### config.mk
export PLATFORM = sky130hd
export DESIGN_NAME = sun_tracker_light_balance
export DESIGN_NICKNAME = d
export VERILOG_FILES = /design/src/rtl/core/stlb_pkg.sv /design/src/rtl/core/sun_tracker_light_balance.sv
export SDC_FILE = /design/constraint.sdc
export NUM_CORES = 2
export LEC_CHECK = 0
export ABC_CLOCK_PERIOD_IN_PS = 9950
export BUFFER_PORTS_ARGS = -buffer_cell sky130_fd_sc_hd__buf_4
export CAP_MARGIN = 30
export CORE_AREA = 2 2 439 528
export DETAILED_ROUTE_END_ITERATION = 10
export DIE_AREA = 0 0 441 530
export PLACE_DENSITY = 0.65
export SYNTH_ARGS = -nofsm -noshare
export SYNTH_HDL_FRONTEND = slang
export SYNTH_SLANG_ARGS = --single-unit
### constraint.sdc
create_clock -name clk -period 9.95 [get_ports clk]
set_input_delay 1.4925 -clock clk [delete_from_list [all_inputs] [get_ports clk]]
set_output_delay 1.4925 -clock clk [all_outputs]
set_load 0.02 [all_outputs]
### src/rtl/core/stlb_pkg.sv
// stlb_pkg: payload types, register indexes and reset values for the
// light-balance controller of the sun tracker. No dependencies.
package stlb_pkg;

  localparam int SAMPLE_W = 10;
  localparam int DUTY_W   = 10;
  localparam int BURST_W  = 16;
  localparam int CFG_IDX_W  = 2;
  localparam int CFG_DATA_W = 16;

  localparam logic [CFG_IDX_W-1:0] CFG_DZ_VERT    = 2'd0;
  localparam logic [CFG_IDX_W-1:0] CFG_DZ_HORIZ   = 2'd1;
  localparam logic [CFG_IDX_W-1:0] CFG_DRIVE_DUTY = 2'd2;
  localparam logic [CFG_IDX_W-1:0] CFG_STEP_BURST = 2'd3;

  localparam logic [SAMPLE_W-1:0] DZ_VERT_RST    = 10'd200;
  localparam logic [SAMPLE_W-1:0] DZ_HORIZ_RST   = 10'd200;
  localparam logic [DUTY_W-1:0]   DRIVE_DUTY_RST = 10'd500;
  localparam logic [BURST_W-1:0]  STEP_BURST_RST = 16'd200;
  localparam logic [DUTY_W-1:0]   DUTY_MAX       = 10'd1000;

  typedef struct packed {
    logic [SAMPLE_W-1:0] north_sample;
    logic [SAMPLE_W-1:0] east_sample;
    logic [SAMPLE_W-1:0] west_sample;
    logic [SAMPLE_W-1:0] south_sample;
  } sample_t;

  typedef struct packed {
    logic                step_request;
    logic                step_dir;
    logic [BURST_W-1:0]  step_pulses;
    logic [DUTY_W-1:0]   east_duty;
    logic [DUTY_W-1:0]   west_duty;
    logic [SAMPLE_W-1:0] north_avg;
    logic [SAMPLE_W-1:0] east_avg;
    logic [SAMPLE_W-1:0] west_avg;
    logic [SAMPLE_W-1:0] south_avg;
  } result_t;

endpackage

### src/rtl/core/sun_tracker_light_balance.sv
// sun_tracker_light_balance: four-channel moving average with a shared
// serial divider, followed by the step and duty decision.
// Depends on stlb_pkg.
//
//   channel  | direction | handshake                  | payload
//   sample   | in        | sample_valid/sample_stall  | sample_t
//   result   | out       | result_valid/result_stall  | result_t
//   cfg      | in        | cfg_valid/cfg_ready        | cfg_index, cfg_data
//
// After its transfer, each item runs per channel one window memory access and
// one sum update, then SAMPLE_BITS steps of the single restoring divider per
// channel average.
// sample_stall is high for the whole item, and longer if the result register
// is still held by result_stall. Synchronous reset clears the sums, fill count
// and write slot; the window memory is never cleared.
module sun_tracker_light_balance
  import stlb_pkg::*;
#(
  parameter int WINDOW      = 64,
  parameter int SAMPLE_BITS = 10
) (
  input  logic                  clk,
  input  logic                  rst,
  input  logic                  sample_valid,
  output logic                  sample_stall,
  input  sample_t               sample,
  output logic                  result_valid,
  input  logic                  result_stall,
  output result_t               result,
  input  logic                  cfg_valid,
  output logic                  cfg_ready,
  input  logic [CFG_IDX_W-1:0]  cfg_index,
  input  logic [CFG_DATA_W-1:0] cfg_data
);

  localparam int SB     = SAMPLE_BITS;
  localparam int CW     = $clog2(WINDOW + 1);
  localparam int SLOT_W = (WINDOW > 1) ? $clog2(WINDOW) : 1;
  localparam int SUM_W  = SB + CW;
  localparam int QC_W   = $clog2(SB);
  localparam int CMP_W  = (SB > SAMPLE_W) ? SB : SAMPLE_W;
  localparam int DEPTH  = 4 * (2 ** SLOT_W);
  localparam logic [CW-1:0] WIN_C = CW'(WINDOW);

  typedef enum logic [5:0] {
    ST_IDLE = 6'b000001,
    ST_MEM  = 6'b000010,
    ST_SUM  = 6'b000100,
    ST_LOAD = 6'b001000,
    ST_DIV  = 6'b010000,
    ST_DONE = 6'b100000
  } state_t;

  state_t state;

  logic [SAMPLE_W-1:0] dz_vert;
  logic [SAMPLE_W-1:0] dz_horiz;
  logic [DUTY_W-1:0]   drive_duty;
  logic [BURST_W-1:0]  step_burst;

  logic [CW-1:0]     fill_count;
  logic [SLOT_W-1:0] write_slot;
  logic [SLOT_W-1:0] item_slot;
  logic              item_full;
  logic [1:0]        chan;
  logic [SB-1:0]     xs [4];
  logic [SUM_W-1:0]  sums [4];
  logic [SB-1:0]     avg [4];

  logic [SB-1:0]     win_mem [DEPTH];
  logic [SB-1:0]     old_sample;
  logic [$clog2(DEPTH)-1:0] mem_addr;

  logic [CW-1:0]   rem;
  logic [SB-1:0]   dq;
  logic [QC_W-1:0] cnt;
  logic [CW:0]     trial;
  logic            ge;
  logic [CW-1:0]   rem_next;
  logic [SB-1:0]   dq_next;

  logic [CW-1:0] slot_inc;
  logic          accept;
  result_t       res_next;

  assign accept       = sample_valid && !sample_stall;
  assign sample_stall = (state != ST_IDLE);
  assign cfg_ready    = 1'b1;
  assign mem_addr     = {chan, item_slot};
  assign slot_inc     = CW'(write_slot) + CW'(1);

  // restoring divider step
  always_comb begin
    trial = {rem, dq[SB-1]};
    ge    = (trial >= {1'b0, fill_count});
    if (ge) begin
      rem_next = CW'(trial - {1'b0, fill_count});
    end else begin
      rem_next = trial[CW-1:0];
    end
    dq_next = {dq[SB-2:0], ge};
  end

  always_ff @(posedge clk) begin
    if (rst) begin
      dz_vert    <= DZ_VERT_RST;
      dz_horiz   <= DZ_HORIZ_RST;
      drive_duty <= DRIVE_DUTY_RST;
      step_burst <= STEP_BURST_RST;
    end else if (cfg_valid && cfg_ready) begin
      unique case (cfg_index)
        CFG_DZ_VERT:    dz_vert    <= cfg_data[SAMPLE_W-1:0];
        CFG_DZ_HORIZ:   dz_horiz   <= cfg_data[SAMPLE_W-1:0];
        CFG_DRIVE_DUTY: drive_duty <= cfg_data[DUTY_W-1:0];
        CFG_STEP_BURST: step_burst <= cfg_data[BURST_W-1:0];
        default: ;
      endcase
    end
  end

  always_ff @(posedge clk) begin
    if (state == ST_MEM) begin
      old_sample        <= win_mem[mem_addr];
      win_mem[mem_addr] <= xs[chan];
    end
  end

  always_comb begin
    logic [CMP_W-1:0] n, e, w, s, dv, dh;
    logic [DUTY_W-1:0] duty;
    logic step_req;
    n = CMP_W'(avg[0]);
    e = CMP_W'(avg[1]);
    w = CMP_W'(avg[2]);
    s = CMP_W'(avg[3]);
    dv = (n > s) ? n - s : s - n;
    dh = (e > w) ? e - w : w - e;
    duty = (drive_duty > DUTY_MAX) ? DUTY_MAX : drive_duty;
    step_req = (dv > CMP_W'(dz_vert));
    res_next.step_request = step_req;
    res_next.step_dir     = !(n > s);
    res_next.step_pulses  = step_req ? step_burst : '0;
    res_next.east_duty    = ((dh > CMP_W'(dz_horiz)) && (e > w)) ? duty : '0;
    res_next.west_duty    = ((dh > CMP_W'(dz_horiz)) && !(e > w)) ? duty : '0;
    res_next.north_avg    = SAMPLE_W'(avg[0]);
    res_next.east_avg     = SAMPLE_W'(avg[1]);
    res_next.west_avg     = SAMPLE_W'(avg[2]);
    res_next.south_avg    = SAMPLE_W'(avg[3]);
  end

  always_ff @(posedge clk) begin
    if (rst) begin
      state        <= ST_IDLE;
      fill_count   <= '0;
      write_slot   <= '0;
      chan         <= '0;
      result_valid <= 1'b0;
      for (int i = 0; i < 4; i++) begin
        sums[i] <= '0;
      end
    end else begin
      if (result_valid && !result_stall && (state != ST_DONE)) begin
        result_valid <= 1'b0;
      end
      unique case (state)
        ST_IDLE: begin
          if (accept) begin
            xs[0]     <= SB'(sample.north_sample);
            xs[1]     <= SB'(sample.east_sample);
            xs[2]     <= SB'(sample.west_sample);
            xs[3]     <= SB'(sample.south_sample);
            item_slot <= write_slot;
            item_full <= (fill_count >= WIN_C);
            if (fill_count < WIN_C) begin
              fill_count <= fill_count + CW'(1);
            end
            write_slot <= (slot_inc >= WIN_C) ? '0 : SLOT_W'(slot_inc);
            chan  <= '0;
            state <= ST_MEM;
          end
        end
        ST_MEM: state <= ST_SUM;
        ST_SUM: begin
          sums[chan] <= sums[chan] - (item_full ? SUM_W'(old_sample) : '0)
                        + SUM_W'(xs[chan]);
          chan  <= chan + 2'd1;
          state <= (chan == 2'd3) ? ST_LOAD : ST_MEM;
        end
        ST_LOAD: begin
          rem   <= sums[chan][SUM_W-1:SB];
          dq    <= sums[chan][SB-1:0];
          cnt   <= QC_W'(SB - 1);
          state <= ST_DIV;
        end
        ST_DIV: begin
          rem <= rem_next;
          dq  <= dq_next;
          cnt <= cnt - QC_W'(1);
          if (cnt == '0) begin
            avg[chan] <= dq_next;
            chan      <= chan + 2'd1;
            state     <= (chan == 2'd3) ? ST_DONE : ST_LOAD;
          end
        end
        ST_DONE: begin
          if (!result_valid || !result_stall) begin
            result       <= res_next;
            result_valid <= 1'b1;
            state        <= ST_IDLE;
          end
        end
        default: state <= ST_IDLE;
      endcase
    end
  end

  a_fill_bound: assert property (@(posedge clk) disable iff (rst)
    fill_count <= WIN_C)
    else $error("fill count beyond window");

  a_slot_bound: assert property (@(posedge clk) disable iff (rst)
    CW'(write_slot) < WIN_C)
    else $error("write slot beyond window");

  a_rem_bound: assert property (@(posedge clk) disable iff (rst)
    (state == ST_DIV) |-> (rem < fill_count))
    else $error("divider remainder not below divisor");

  a_start: assert property (@(posedge clk) disable iff (rst)
    accept |=> (state == ST_MEM) && (chan == 2'd0) && (fill_count != '0))
    else $error("item did not start at first channel");

endmodule

After elaboration in Yosys (flattened, before gate mapping)
Memories as Yosys holds them, arrays and structs flattened. A register that Yosys moved wholly into a read port is not among the register bits.
Index checks and enable logic that the tools add are counted.
{"block": "totals", "wordCells": 133, "mem_count": 4, "register_bits": 174, "inputBits": 63, "ram_bits": 2708, "out_inout_bits": 81}
{"block": "classes", "n_addsub": 11, "mux": 43, "n_reduce_logical": 27, "magnitude_cmp": 9, "n_eq_ne": 15, "n_bitwise": 1}
{"name": "win_mem", "words": 256, "word_bits": 10, "rd": 1, "rd_ports_with_merged_regs": 1, "write_ports": 1, "line": "sun_tracker_light_balance.sv:70", "text": "logic [SB-1:0] win_mem [DEPTH];"}
{"name": "sums", "words": 4, "word_bits": 17, "rd": 1, "rd_ports_with_merged_regs": 1, "write_ports": 4, "line": "sun_tracker_light_balance.sv:67", "text": "logic [SUM_W-1:0] sums [4];"}
{"name": "avg", "words": 4, "word_bits": 10, "rd": 4, "rd_ports_with_merged_regs": 0, "write_ports": 1, "line": "sun_tracker_light_balance.sv:68", "text": "logic [SB-1:0] avg [4];"}
{"name": "xs", "words": 4, "word_bits": 10, "rd": 1, "rd_ports_with_merged_regs": 1, "write_ports": 4, "line": "sun_tracker_light_balance.sv:66", "text": "logic [SB-1:0] xs [4];"}
{"operator": "> comparator 10 bit", "n": 4}
{"operator": "2-to-1 mux 10 bit", "n": 4}
{"operator": "subtractor 10 bit", "n": 4}
{"operator": "one-hot mux 6 bit (6 select lines)", "n": 1}
{"operator": "2-to-1 mux 6 bit", "n": 5}
{"operator": "one-hot mux 10 bit (2 select lines)", "n": 1}
{"operator": "2-to-1 mux 1 bit", "n": 19}
{"operator": "adder 17 x 10 -> 17 bit", "n": 1}
{"operator": "2-to-1 mux 17 bit", "n": 1}
{"operator": "OR reduction 17 bit", "n": 1}
{"operator": "subtractor 17 x 10 -> 17 bit", "n": 1}
{"operator": "AND reduction 3 bit", "n": 5}
{"operator": "greater-or-equal comparator 7 bit, second input constant", "n": 2}
{"operator": "2-to-1 mux 2 bit", "n": 7}
{"operator": "one-hot mux 7 bit (2 select lines)", "n": 1}
{"operator": "AND reduction 2 bit", "n": 6}
{"operator": "> comparator 10 bit, second input constant", "n": 1}
{"operator": "greater-or-equal comparator 8 x 7 -> 1 bit", "n": 1}
{"operator": "one-hot mux 4 bit (2 select lines)", "n": 1}
{"operator": "adder 6 x 1 -> 7 bit, second input constant", "n": 1}
{"operator": "adder 7 x 1 -> 7 bit, second input constant", "n": 1}
{"operator": "< comparator 7 bit, second input constant", "n": 1}
{"operator": "2-to-1 mux 7 bit", "n": 1}
{"operator": "subtractor 7 bit", "n": 1}
{"operator": "other kinds (23)", "n": 35}

Depth between registers and ports, before layout
{"block": "depth", "word_depth": 7, "depth_mapped": 20, "mapped_depth_nobuf": 18}

Worst setup path after synthesis
OpenSTA, ideal clock, no wires.
{"block": "synth_timing", "path_kind": "input-to-reg", "startpoint": "input rst", "endpoint": "register, netlist name result[0]", "path_stages": 2, "path_buffers": 1, "setup_time_ps": 626, "path_slack_ps": 1909, "t_arrival_ps": 7415, "path_cell_list": "clkbuf_1 nor3b_1"}
{"block": "synth_between", "elab_chain_len": 2}
{"item": "start: declaration", "line": "sun_tracker_light_balance.sv:23", "text": "input logic rst,"}
{"item": "NOT 1 bit (no line)"}
{"item": "AND reduction 3 bit (no line)"}
Every way passes these cells.
A chain may end at the register's enable or synchronous reset.

==> out/results.ini <==
[status]
status = completed

[detailed_routing]
drt_iter0_drc = 6856
dr.pass1.iters = 6
num_vias = 58052
wl_per_cell_um = 30.59
drc = 0
ant_nets = 0
vias_per_cell = 6.241
routed_wl_mm = 284.5

[worst_setup_path]
path_common_cell = buf_4
slowest_delay_ns = 0.96
path_max_fanout = 45
critical_path_class = reg2reg
crit_buf_inv = 3
cp_top_family = compound AO/OA/AOI/OAI gates
crit_slowest_cell = o311ai_1
cp.required_ns = 10.50
critical_path_arrival_ns = 5.46
cp-end-kind = register
worstPathCellList = buf_8 -> buf_4 -> buf_4 -> mux4_2 -> a22o_1 -> a221oi_1 -> o22ai_1 -> o311ai_1 -> o31ai_1
crit_path_start_kind = register

[finish]
drive_gt1_share_pct = 24.43
post-route-util_pct = 56.18
most-common-layout-cells = 2,824 x edfxtp_1, 658 x mux4_2, 402 x nor2_1
nets = 6234
layout_commonest_cell = edfxtp_1
nFillCells = 16805
area_delta_synth_final_pct = 13.31

[timing]
fin_crit_sh_pct = 49.29
max_slew.worst_pin.slew_ns = 1.095
finClkSkew_ns = 0.04942
maxSlewViolCount = 0
fmax_ghz = 0.2039
max-slew-margin-rel_pct = 26.99
fin_tns_setup_ns = 0
fin_crit_ns = 4.904
rsz0062_at_grt = no
finalSetupViolCount = 0
finalHoldViolCount = 0

[logic_synthesis]
synth_seq_area_share_pct = 75.87
synth_async_sr_flop_share_pct = 0
syn_avg_cell_area_um2 = 20.02
yosys_warnings = 0
synth.cell_area_mm2 = 0.1136
synthDistinctLibCells = 67
ys_ff_latch = 2894
syn_inst = 5676
synth_edf_count = 2824
synthFlopType = edfxtp_1
synth_nets = 5844

[floorplanning]
die_h_um = 530
fp.dieW_um = 441
rows = 193
start_util_pct = 49.58
ios = 144
core_mm2 = 0.2292
dieArea_mm2 = 0.2337

[power_and_ir_drop]
finalPower_mw = 27.66
pwr_density_cell_mw_per_mm2 = 214.9
vdd_drop_max_mv = 0.1290
p_leak_nw = 41.04

[min_path]
hold_path_class = reg2reg

[clocking]
cts_sinks = 2894
post-cts-setup-buffers = 0
clk_pin_slew_ns = 0.06
cts_hold_buffers = 0
post_cts_resized = 0
insertion_delay_ns = 0.85
cts-root-buf = clkbuf_16
cts_buffers = 281
cts_tree = done
h-tree-depth = 5
cts_buffer_depth = 4

[placement]
portBuffers = 142
hpwl_mm = 174.7
gp_congestion = 0.8503

[run]
maxCapViolCount = 0

[global_routing]
antenna_found_initial = 4
grt_pass1_vias = 58042
grt_pass1_wl_mm = 408.3
grt_use_total_pct = 24.16
grt-ovfl-total = 0
grt_max_degree = 172

==> layout make-up <==
class | instances | area (µm²) | area share (%)
repair buffers | 422 | 3792 | 2.946
multi-input cells | 2332 | 25570 | 19.86
inverters | 135 | 506.7 | 0.3936
diodes | 5 | 12.51 | 0.009719
clock buffers | 338 | 7362 | 5.718
clock inverters | 154 | 1516 | 1.178
well taps | 3022 | 3781 | 2.937
flip-flops and latches | 2894 | 86210 | 66.96
==> flip-flops by register name (all words and copies together) (netlist names), named ones only <==
register	count
avg	40
chan	2
cnt	4
dq	10
drive_duty	10
dz_horiz	10
dz_vert	10
fill_count	7
item_full	1
item_slot	6
old_sample	10
rem	7
result	78
result_valid	1
state	6
step_burst	16
sums	68
win_mem	2560
write_slot	6
xs	40
==> tightest hold or removal path, delay by kind of cell (launching register included) <==
family | cells | cell delay [ns]
AOI/OAI and AO/OA | 1 | 0.05
DFF | 1 | 0.31
and+or+nand+nor | 1 | 0.05
==> per-layer routing <==
| metal | up-vias | GRT usage (%) | routed length, µm |
|---|---|---|---|
| li1 | 24024 | - | - |
| met1 | 30817 | 33.07 | 109400 |
| met2 | 2731 | 39.53 | 141400 |
| met3 | 480 | 4.102 | 23960 |
| met4 | 0 | 8.296 | 9810 |
| met5 | - | 0 | 0 |
==> path summary, 6_finish.rpt <==
| check | from | end | slack, ns | cells past startpoint |
|---|---|---|---|---|
| worst max-delay path | item_slot[1] | old_sample[1] | 5.05 | 9 |
| worst min-delay path | step_burst[2] | step_burst[2] | 0.45 | 2 |
| worst max register to register | item_slot[1] | old_sample[1] | 5.05 | 9 |
| worst min register to register | step_burst[2] | step_burst[2] | 0.45 | 2 |
==> synth_stat cells (all sizes together), types with 21 or more instances <==
cell type,instances,share of area [%]
dfxtp,70,1.2
nor4,23,0.13
inv,135,0.45
buf,160,0.79
nand3,30,0.13
o22ai,51,0.28
a22oi,187,1.2
a21o,23,0.15
mux2i,51,0.45
a21oi,147,0.65
nor2,408,1.3
nand2,182,0.60
a221oi,27,0.21
o21ai,38,0.17
xor2,21,0.16
ha,90,0.99
o211ai,43,0.28
nor3,50,0.22
mux4,668,13
a22o,25,0.19
edfxtp,2824,75
clkbuf,155,0.51
==> report_power, final <==
part | switching (mW) | leakage [nW] | internal [mW]
sequential | 0.0597 | 26.1 | 13.8
combinational | 2.16 | 10.6 | 1.23
clock | 4.49 | 4.33 | 5.95
total | 6.71 | 41.0 | 21.0
==> kinds of logic after synthesis <==
group / after synthesis / synth area share (%)
flops: 2894 / 75.87
simple gates: 828 / 3.243
mux: 728 / 13.78
compound gates: 629 / 3.782
buf+inv: 450 / 1.749
fa+ha+maj: 105 / 1.255
xor+xnor: 41 / 0.3161
other cells: 1 / 0.003301
==> per-stage QoR <==
step	setup WS (ns)	cell area (µm²)	hold WS, ns	instances
after floorplan	1.909	113600	0.4264	5676
after global placement	4.672	118100	0.4378	8625
after detailed placement	4.878	119500	0.4447	8775
after CTS	4.836	128400	0.4566	9267
after global routing	4.748	128700	0.4722	9299
final	5.046	128700	0.4531	9302
Power figures use the tool's default switching activity.
